File: src/hw/rtl/stunp_pkg.sv
package stunp_pkg;

  // Datagram offset counter width; saturates at its all-ones value.
  localparam int OFFSET_BITS = 17;

  localparam int HDR_BYTES    = 20;
  localparam int LEN_FIRST    = 2;
  localparam int COOKIE_FIRST = 4;
  localparam int TXID_FIRST   = 8;

  localparam logic [31:0] COOKIE_RESET = 32'h2112A442;

  // Result queue sizing.
  localparam int MAX_PUSH       = 3;
  localparam int PUSH_CNT_BITS  = $clog2(MAX_PUSH + 1);
  localparam int QUEUE_DEPTH    = 8;
  localparam int QUEUE_PTR_BITS = $clog2(QUEUE_DEPTH);
  localparam int QUEUE_CNT_BITS = $clog2(QUEUE_DEPTH + 1);

  typedef logic [OFFSET_BITS-1:0] offset_t;

  typedef enum logic [2:0] {
    KIND_TXID        = 3'd0,
    KIND_HEADER_DONE = 3'd1,
    KIND_ATTR_HDR    = 3'd2,
    KIND_ATTR_VALUE  = 3'd3,
    KIND_ATTR_DONE   = 3'd4,
    KIND_END         = 3'd5
  } kind_t;

  typedef enum logic [1:0] {
    STATUS_OK         = 2'd0,
    STATUS_TOO_SHORT  = 2'd1,
    STATUS_BAD_COOKIE = 2'd2,
    STATUS_SHORT_MSG  = 2'd3
  } status_t;

  typedef enum logic [2:0] {
    PH_HEADER   = 3'd0,
    PH_ATTR_HDR = 3'd1,
    PH_ATTR_VAL = 3'd2,
    PH_PAD      = 3'd3,
    PH_DONE     = 3'd4
  } phase_t;

  typedef struct packed {
    logic [7:0] data_byte;
    logic       end_of_datagram;
  } in_beat_t;

  typedef struct packed {
    kind_t       kind;
    logic [15:0] message_type;
    logic [15:0] declared_length;
    logic [15:0] attribute_type;
    logic [15:0] attribute_length;
    logic [7:0]  out_byte;
    logic [15:0] byte_position;
    status_t     status;
    logic        last_result;
  } result_t;

  typedef logic [PUSH_CNT_BITS-1:0] push_cnt_t;

  // Results produced by one accepted byte, packed in order.
  typedef struct packed {
    push_cnt_t                   count;
    result_t [MAX_PUSH-1:0]      item;
  } push_t;

endpackage

File: src/hw/rtl/stun_message_parser_top.sv
// Channel   | Dir | Handshake                 | Beat
// ----------+-----+---------------------------+----------------------------------------
// byte      | in  | byte_valid / byte_stall   | byte_data: one datagram byte + end flag
// result    | out | result_valid/result_stall | result: one parse result
// cookie    | in  | cookie_we                 | cookie_wdata: expected magic cookie
//
// One byte beat is taken per cycle while byte_stall is low; the parse state updates
// at that edge and the up to three results it causes land in an 8-entry result queue.
// Output drains one result per cycle from the queue head (registered) when not stalled.
// byte_stall rises when the queue has fewer than three free entries, so a
// downstream stall backs up into the byte side once the queue fills.
// The results of a byte beat enter the queue at the edge that takes the byte.
// Reset (rst, synchronous): clears parse state and queue, cookie back to 0x2112A442.
module stun_message_parser_top (
  input  logic                clk,
  input  logic                rst,
  input  logic                byte_valid,
  output logic                byte_stall,
  input  stunp_pkg::in_beat_t byte_data,
  output logic                result_valid,
  input  logic                result_stall,
  output stunp_pkg::result_t  result,
  input  logic                cookie_we,
  input  logic [31:0]         cookie_wdata
);

  logic [31:0]      cookie_reg;
  logic             byte_accept;
  stunp_pkg::push_t push;

  // Expected cookie; write only while the parser is idle; the block does not enforce it.
  always_ff @(posedge clk) begin
    if (rst) begin
      cookie_reg <= stunp_pkg::COOKIE_RESET;
    end else if (cookie_we) begin
      cookie_reg <= cookie_wdata;
    end
  end

  assign byte_accept = byte_valid && !byte_stall;

  // Header check, txid emission and attribute walk.
  stunp_parser u_parser (
    .clk          (clk),
    .rst          (rst),
    .accept       (byte_accept),
    .data         (byte_data),
    .magic_cookie (cookie_reg),
    .push         (push)
  );

  // Result queue: multi-push, single-pop, parts the two sides.
  stunp_result_queue u_queue (
    .clk   (clk),
    .rst   (rst),
    .push  (push),
    .full  (byte_stall),
    .valid (result_valid),
    .stall (result_stall),
    .head  (result)
  );

endmodule

File: src/hw/rtl/stunp_parser.sv
module stunp_parser (
  input  logic                  clk,
  input  logic                  rst,
  input  logic                  accept,
  input  stunp_pkg::in_beat_t   data,
  input  logic [31:0]           magic_cookie,
  output stunp_pkg::push_t      push
);

  localparam stunp_pkg::offset_t OFFSET_MAX = '1;

  stunp_pkg::offset_t byte_offset, byte_offset_next;
  stunp_pkg::phase_t  parse_phase, parse_phase_next;
  logic [31:0]        cookie_shift, cookie_shift_next;
  logic               cookie_ok, cookie_ok_next;
  logic [15:0]        saved_message_type, saved_message_type_next;
  logic [15:0]        saved_declared_length, saved_declared_length_next;
  logic [15:0]        current_attr_type, current_attr_type_next;
  logic [15:0]        current_attr_length, current_attr_length_next;
  logic [15:0]        value_bytes_seen, value_bytes_seen_next;

  stunp_pkg::offset_t next_offset;
  stunp_pkg::offset_t decl_end;
  stunp_pkg::offset_t txid_pos;
  stunp_pkg::phase_t  next_attr;
  logic [15:0]        vbs_inc;
  logic [15:0]        new_len;
  logic [7:0]         b;

  stunp_pkg::result_t res_a, res_b, res_c;
  logic               a_v, b_v, c_v;

  function automatic stunp_pkg::result_t attr_res(stunp_pkg::kind_t k, logic [15:0] t,
                                                  logic [15:0] l);
    stunp_pkg::result_t r;
    r                  = '0;
    r.kind             = k;
    r.attribute_type   = t;
    r.attribute_length = l;
    return r;
  endfunction

  assign b           = data.data_byte;
  assign next_offset = (byte_offset == OFFSET_MAX) ? byte_offset
                                                   : byte_offset + stunp_pkg::offset_t'(1);
  assign decl_end    = stunp_pkg::offset_t'(stunp_pkg::HDR_BYTES)
                     + stunp_pkg::offset_t'(saved_declared_length);
  assign next_attr   = (next_offset < decl_end) ? stunp_pkg::PH_ATTR_HDR : stunp_pkg::PH_DONE;
  assign txid_pos    = byte_offset - stunp_pkg::offset_t'(stunp_pkg::TXID_FIRST);
  assign vbs_inc     = value_bytes_seen + 16'd1;
  assign new_len     = {current_attr_length[15:8], b};

  always_comb begin
    byte_offset_next           = next_offset;
    parse_phase_next           = parse_phase;
    cookie_shift_next          = cookie_shift;
    cookie_ok_next             = cookie_ok;
    saved_message_type_next    = saved_message_type;
    saved_declared_length_next = saved_declared_length;
    current_attr_type_next     = current_attr_type;
    current_attr_length_next   = current_attr_length;
    value_bytes_seen_next      = value_bytes_seen;
    res_a = '0;
    res_b = '0;
    res_c = '0;
    a_v   = 1'b0;
    b_v   = 1'b0;
    c_v   = 1'b0;

    unique case (parse_phase)
      stunp_pkg::PH_HEADER: begin
        if (byte_offset < stunp_pkg::offset_t'(stunp_pkg::LEN_FIRST)) begin
          saved_message_type_next = {saved_message_type[7:0], b};
        end else if (byte_offset < stunp_pkg::offset_t'(stunp_pkg::COOKIE_FIRST)) begin
          saved_declared_length_next = {saved_declared_length[7:0], b};
        end else if (byte_offset < stunp_pkg::offset_t'(stunp_pkg::TXID_FIRST)) begin
          cookie_shift_next = {cookie_shift[23:0], b};
          if (byte_offset == stunp_pkg::offset_t'(stunp_pkg::TXID_FIRST - 1)) begin
            cookie_ok_next = ({cookie_shift[23:0], b} == magic_cookie);
          end
        end else if (cookie_ok) begin
          a_v                 = 1'b1;
          res_a.kind          = stunp_pkg::KIND_TXID;
          res_a.out_byte      = b;
          res_a.byte_position = txid_pos[15:0];
        end
        if (byte_offset == stunp_pkg::offset_t'(stunp_pkg::HDR_BYTES - 1)) begin
          if (cookie_ok) begin
            b_v                   = 1'b1;
            res_b.kind            = stunp_pkg::KIND_HEADER_DONE;
            res_b.message_type    = saved_message_type;
            res_b.declared_length = saved_declared_length;
            parse_phase_next = (saved_declared_length != 16'd0) ? stunp_pkg::PH_ATTR_HDR
                                                                : stunp_pkg::PH_DONE;
          end else begin
            parse_phase_next = stunp_pkg::PH_DONE;
          end
        end
      end
      stunp_pkg::PH_ATTR_HDR: begin
        unique case (byte_offset[1:0])
          2'd0: current_attr_type_next = {b, 8'h00};
          2'd1: current_attr_type_next = {current_attr_type[15:8], b};
          2'd2: current_attr_length_next = {b, 8'h00};
          2'd3: begin
            current_attr_length_next = new_len;
            value_bytes_seen_next    = 16'd0;
            a_v   = 1'b1;
            res_a = attr_res(stunp_pkg::KIND_ATTR_HDR, current_attr_type, new_len);
            if (new_len == 16'd0) begin
              b_v   = 1'b1;
              res_b = attr_res(stunp_pkg::KIND_ATTR_DONE, current_attr_type, new_len);
              parse_phase_next = next_attr;
            end else begin
              parse_phase_next = stunp_pkg::PH_ATTR_VAL;
            end
          end
          default: ;
        endcase
      end
      stunp_pkg::PH_ATTR_VAL: begin
        a_v   = 1'b1;
        res_a = attr_res(stunp_pkg::KIND_ATTR_VALUE, current_attr_type, current_attr_length);
        res_a.out_byte      = b;
        res_a.byte_position = value_bytes_seen;
        value_bytes_seen_next = vbs_inc;
        if (vbs_inc == current_attr_length) begin
          b_v   = 1'b1;
          res_b = attr_res(stunp_pkg::KIND_ATTR_DONE, current_attr_type, current_attr_length);
          parse_phase_next = (current_attr_length[1:0] == 2'd0) ? next_attr
                                                                : stunp_pkg::PH_PAD;
        end
      end
      stunp_pkg::PH_PAD: begin
        value_bytes_seen_next = vbs_inc;
        if (vbs_inc[1:0] == 2'd0) begin
          parse_phase_next = next_attr;
        end
      end
      default: ;
    endcase

    if (data.end_of_datagram) begin
      c_v               = 1'b1;
      res_c.kind        = stunp_pkg::KIND_END;
      res_c.last_result = 1'b1;
      // size < 20 is offset < 19; size < 20 + length is offset < 19 + length
      if (byte_offset < stunp_pkg::offset_t'(stunp_pkg::HDR_BYTES - 1)) begin
        res_c.status = stunp_pkg::STATUS_TOO_SHORT;
      end else if (!cookie_ok_next) begin
        res_c.status = stunp_pkg::STATUS_BAD_COOKIE;
      end else if (byte_offset < decl_end - stunp_pkg::offset_t'(1)) begin
        res_c.status = stunp_pkg::STATUS_SHORT_MSG;
      end else begin
        res_c.status = stunp_pkg::STATUS_OK;
      end
      byte_offset_next           = '0;
      parse_phase_next           = stunp_pkg::PH_HEADER;
      cookie_shift_next          = '0;
      cookie_ok_next             = 1'b1;
      saved_message_type_next    = '0;
      saved_declared_length_next = '0;
      current_attr_type_next     = '0;
      current_attr_length_next   = '0;
      value_bytes_seen_next      = '0;
    end
  end

  // Pack: the second slot only ever appears with the first.
  always_comb begin
    push.count   = stunp_pkg::push_cnt_t'({1'b0, a_v} + {1'b0, b_v} + {1'b0, c_v});
    push.item[0] = a_v ? res_a : res_c;
    push.item[1] = b_v ? res_b : res_c;
    push.item[2] = res_c;
    if (!accept) begin
      push.count = '0;
    end
  end

  always_ff @(posedge clk) begin
    if (rst) begin
      byte_offset           <= '0;
      parse_phase           <= stunp_pkg::PH_HEADER;
      cookie_shift          <= '0;
      cookie_ok             <= 1'b1;
      saved_message_type    <= '0;
      saved_declared_length <= '0;
      current_attr_type     <= '0;
      current_attr_length   <= '0;
      value_bytes_seen      <= '0;
    end else if (accept) begin
      byte_offset           <= byte_offset_next;
      parse_phase           <= parse_phase_next;
      cookie_shift          <= cookie_shift_next;
      cookie_ok             <= cookie_ok_next;
      saved_message_type    <= saved_message_type_next;
      saved_declared_length <= saved_declared_length_next;
      current_attr_type     <= current_attr_type_next;
      current_attr_length   <= current_attr_length_next;
      value_bytes_seen      <= value_bytes_seen_next;
    end
  end

endmodule

File: src/hw/rtl/stunp_result_queue.sv
module stunp_result_queue (
  input  logic                clk,
  input  logic                rst,
  input  stunp_pkg::push_t    push,
  output logic                full,
  output logic                valid,
  input  logic                stall,
  output stunp_pkg::result_t  head
);

  stunp_pkg::result_t entries [stunp_pkg::QUEUE_DEPTH];

  logic [stunp_pkg::QUEUE_PTR_BITS-1:0] wr_ptr, wr_ptr_next;
  logic [stunp_pkg::QUEUE_PTR_BITS-1:0] rd_ptr, rd_ptr_next;
  logic [stunp_pkg::QUEUE_CNT_BITS-1:0] count, count_next;
  logic                                 pop;

  assign valid = (count != '0);
  assign head  = entries[rd_ptr];
  assign pop   = valid && !stall;
  // Room for a worst-case byte must be there before it is taken.
  assign full  = count > stunp_pkg::QUEUE_CNT_BITS'(stunp_pkg::QUEUE_DEPTH - stunp_pkg::MAX_PUSH);

  assign wr_ptr_next = wr_ptr + stunp_pkg::QUEUE_PTR_BITS'(push.count);
  assign rd_ptr_next = rd_ptr + stunp_pkg::QUEUE_PTR_BITS'(pop);
  assign count_next  = count + stunp_pkg::QUEUE_CNT_BITS'(push.count)
                     - stunp_pkg::QUEUE_CNT_BITS'(pop);

  always_ff @(posedge clk) begin
    for (int i = 0; i < stunp_pkg::MAX_PUSH; i++) begin
      if (stunp_pkg::push_cnt_t'(i) < push.count) begin
        entries[wr_ptr + stunp_pkg::QUEUE_PTR_BITS'(i)] <= push.item[i];
      end
    end
  end

  always_ff @(posedge clk) begin
    if (rst) begin
      wr_ptr <= '0;
      rd_ptr <= '0;
      count  <= '0;
    end else begin
      wr_ptr <= wr_ptr_next;
      rd_ptr <= rd_ptr_next;
      count  <= count_next;
    end
  end

endmodule

File: config.mk
export PLATFORM = sky130hd
export DESIGN_NAME = stun_message_parser_top
export DESIGN_NICKNAME = d
export VERILOG_FILES = /design/src/hw/rtl/stunp_pkg.sv /design/src/hw/rtl/stun_message_parser_top.sv /design/src/hw/rtl/stunp_parser.sv /design/src/hw/rtl/stunp_result_queue.sv
export SDC_FILE = /design/constraint.sdc
export NUM_CORES = 2
export LEC_CHECK = 0
export ABC_AREA = 1
export CORE_MARGIN = 2
export CORE_UTILIZATION = 45
export DETAILED_ROUTE_END_ITERATION = 16
export DONT_BUFFER_PORTS = 1
export REMOVE_ABC_BUFFERS = 1
export SLEW_MARGIN = 10
export SYNTH_ARGS = -nofsm -noshare
export SYNTH_HDL_FRONTEND = slang
export SYNTH_SLANG_ARGS = --single-unit
File: constraint.sdc
create_clock -name clk -period 7.38 [get_ports clk]
set_clock_uncertainty 0.05 [all_clocks]
set_input_delay 1.476 -clock clk [delete_from_list [all_inputs] [get_ports clk]]
set_output_delay 1.476 -clock clk [all_outputs]
set_load 0.05 [all_outputs]
==> impl_results.md <==
* Outcome: finished with violations
* Failing checks: capacitance limit, slew limit
* GRT busiest layer: met2
* Chip Height at 321 um
* Initial antenna violation count at 2
* WP data required at 7.92 ns
* Worst r2r src: u_parser.byte_offset[3]$_SDFFE_PP0P_
* Fin nets at 6,522
* Pre-CTS setup slack at 0.990 ns
* Vias at 45,389
* Residual DRC at 0
* CTS hold repair buffers at 0
* Final period util at 89.4%
* Part of the power in registers at 36.3%
* Initial DRC Count at 4,998
* Multi-input logic area at 21,900 um2
* Synth-to-layout area growth at 10.7%
* Sink Count at 919
* Setup crit end kind: flop
* Post-synth top area cell: dfxtp_1
* Clock network fraction of design power at 34.0%
* Largest net degree at the start of global routing at 219
* Hpwl dp at 104,000 um
* Hold Crit Class: reg -> reg
* H-tree depth at 3
* Critical Path AT at 7.14 ns
* Die area at 103,000 um2
* Rel. slew slack at -7.82%
* Latest clock arrival within the worst-skew pair at 0.71 ns
* IO buf count at 0
* Layout cells sized above 1 at 6.63%
* Synth top area share at 39.0%
* GR Overflow Total at 0
* 1st-pass router iterations at 6
* Startpoint Class: flop
* Sw Share at 37.2%
* Deepest clock path buffer count at 3
* Synth Instances at 6,616
* Peak VDD IR at 285 uV
* P_leak at 21.7 nW
* First-pass GRT wire length at 262,000 um
* P_int at 9.68 mW
* Power share of the combinational group at 29.7%
* Via density at 5.82
* CTS tree: built
* Crit path from: u_parser.byte_offset[3]$_SDFFE_PP0P_
* Final setup TNS at 0 ns
* Syn_area_per_cell at 6.83 um2
* Slowest library cell on the worst path: nand2_2
* Final Max Slew Viols at 88
* Postcts setup bufs at 0
* Critical-path cell list: inv_1 -> ha_1 -> inv_1 -> nor3_2 -> nand2_1 -> nor2_1 -> nor3_1 -> inv_1 -> nand2_1 -> inv_1 -> fa_1 -> nor2_1 -> nor2_1 -> buf_4 -> nor2_2 -> nor2_4 -> nand2_2 -> buf_12 -> o22ai_1
* GR Util met2 at 51.6%
* Initial core utilization at 45.2%
* F_max at 152 MHz
* CTS Buf Count at 102
* Die X at 321 um
* Max reg flops at 752
* RSZ-0062 raised after global routing: no
* Tmin final at 6.60 ns
* Post-synth EDFFs at 40
* Post-DRT Antenna Nets at 0
* CTS resizes at 0
* # diodes at 0
* Hold Path Origin: u_queue.entries[3][67]$_SDFFE_PP0P_
* MaxCap Viol Count at 1
* Crit Path Max Fanout at 30
* Flops & latches, synth at 919
* Main flop type after synthesis: dfxtp_1
* Core area at 99,900 um2
* Power Density at 308 nW/um2
* Register area share after synthesis at 41.6%
* FF/Latch Area at 18,800 um2
* Ys Warns at 0
* IO Count at 142
* Critical path class: reg -> reg
* Cell mode on critical path: inv_1
* Worst-path clk slew at 0.07 ns
* Fillers at 10,163
* Hold Violations, Final at 0
* GPL Wtd Cong at 0.951
* Total power draw at 15.4 mW
* Distinct cells, synth at 47
* Drt wl/cell at 22.4 um
* PnR worst setup slack at 0.780 ns
* Worst slew pin tran at 1.62 ns
* GRT Total Usage at 33.0%
* Post-Syn Area at 45,200 um2
* Synth top area cells: dfxtp_1 39%, nand2_1 12%, o21ai_0 7.1%
* Setup-failing EPs final at 0
* Cell Rows at 116
* Root Driver: clkbuf_16
* Vias in the first global route at 41,859
* GRT met1 Usage at 44.0%
* Met3 GRT Util at 6.23%
* WL final at 175,000 um
* Share of flip-flops with an asynchronous set or reset at 0%
* CP peak stage delay at 0.96 ns
* Psw at 5.73 mW
[final cells by class]
type,instances,area share [%]
Clock inverter,34,0.833
Multi-Input combinational cell,4446,43.8
Inverter,788,5.95
Sequential cell,919,37.6
Timing Repair Buffer,165,2.57
Tap cell,1298,3.25
Clock buffer,153,5.99
[cell usage in the layout (no fill, tap or decap), types with 12 or more instances in the layout]
cell,n
clkbuf_8,21
buf_4,160
xor2_1,41
edfxtp_1,40
a31oi_1,99
xnor2_1,30
inv_1,764
ha_1,51
nor3_1,37
nand3_1,526
a21oi_1,633
dfxtp_1,876
o211ai_1,32
a211oi_1,12
o21ai_0,645
nor2_1,495
nand4_1,28
a22o_1,44
nor2_4,29
clkbuf_16,104
clkinv_1,12
nor2_2,15
clkbuf_1,28
clkinv_2,16
nand2_1,1389
o22ai_1,247
[path summary, 6_finish.rpt]
| check | endpoint | slack, ns | cells past startpoint |
|---|---|---|---|
| worst max-delay path | u_queue.entries[5][64]$_SDFFE_PP0P_ | 0.78 | 19 |
| worst min-delay path | u_queue.entries[3][67]$_SDFFE_PP0P_ | 0.41 | 2 |
| worst max register to register | u_queue.entries[5][64]$_SDFFE_PP0P_ | 0.78 | 19 |
| worst min register to register | u_queue.entries[3][67]$_SDFFE_PP0P_ | 0.41 | 2 |
[power by group through the flow]
stage / Combinational (mW) / Sequential (mW) / Clock, mW
CTS: 4.55 / 5.59 / 5.30
global route: 4.92 / 5.62 / 5.50
detailed placement: 4.53 / 5.69 / 0
global placement: 4.52 / 5.68 / 0
finish: 4.58 / 5.59 / 5.24
floorplan: 3.10 / 5.77 / 0
[worst max-delay path: cells and delay by family, from the launching register on]
family / cells / cell delay, ns
and+or+nand+nor: 10 / 3.32
buffers and inverters: 6 / 1.56
AOI/OAI and AO/OA: 1 / 0.16
adders and majority gates: 2 / 0.80
DFF: 1 / 0.57
[per-stage QoR]
step | hold WS (ns) | utilization (%) | instances | area (um2)
6_report | 0.410 | 50.1 | 7803 | 50000
5_1_grt | 0.427 | 50.1 | 7803 | 50000
4_1_cts | 0.412 | 50.1 | 7803 | 50000
3_5_place_dp | 0.402 | 46.7 | 7616 | 46600
3_3_place_gp | 0.398 | 46.7 | 7616 | 46600
2_1_floorplan | 0.389 | - | 6153 | 43300
[layer usage]
| layer | share of wire [%] | routed length, um |
|---|---|---|
| met1 | 41 | 72600 |
| met2 | 44 | 77300 |
| met3 | 9.4 | 16400 |
| met4 | 4.9 | 8630 |
| met5 | 0.0074 | 13 |
[cell usage after synthesis (all sizes together) (3+ instances only)]
cell    instances
or2            13
inv           775
nor2          539
clkinv         13
o211ai         32
a211oi         12
o21bai          5
a22o           44
fa              3
xnor2          30
nand2        1397
buf            91
nand3         527
dfxtp         879
a31oi         110
nand3b          3
xor2           41
o22ai         247
nor3           51
o21ai         647
nand4          28
a21oi         633
nor4           10
a22oi          11
edfxtp         40
clkbuf        372
ha             51
[logic make-up (layout without fill, tap and decap cells)]
group	after synthesis	in the layout	synth area share [%]
xor gates and xnor gates	73	73	1.48
buffers and inverters	1251	1140	10.6
and+or+nand+nor	2572	2572	23.7
DFF	919	919	41.6
adders and majority gates	54	54	1.55
AOI/OAI and AO/OA	1747	1747	21.1
Note: power is estimated with default switching activity, not from simulation.
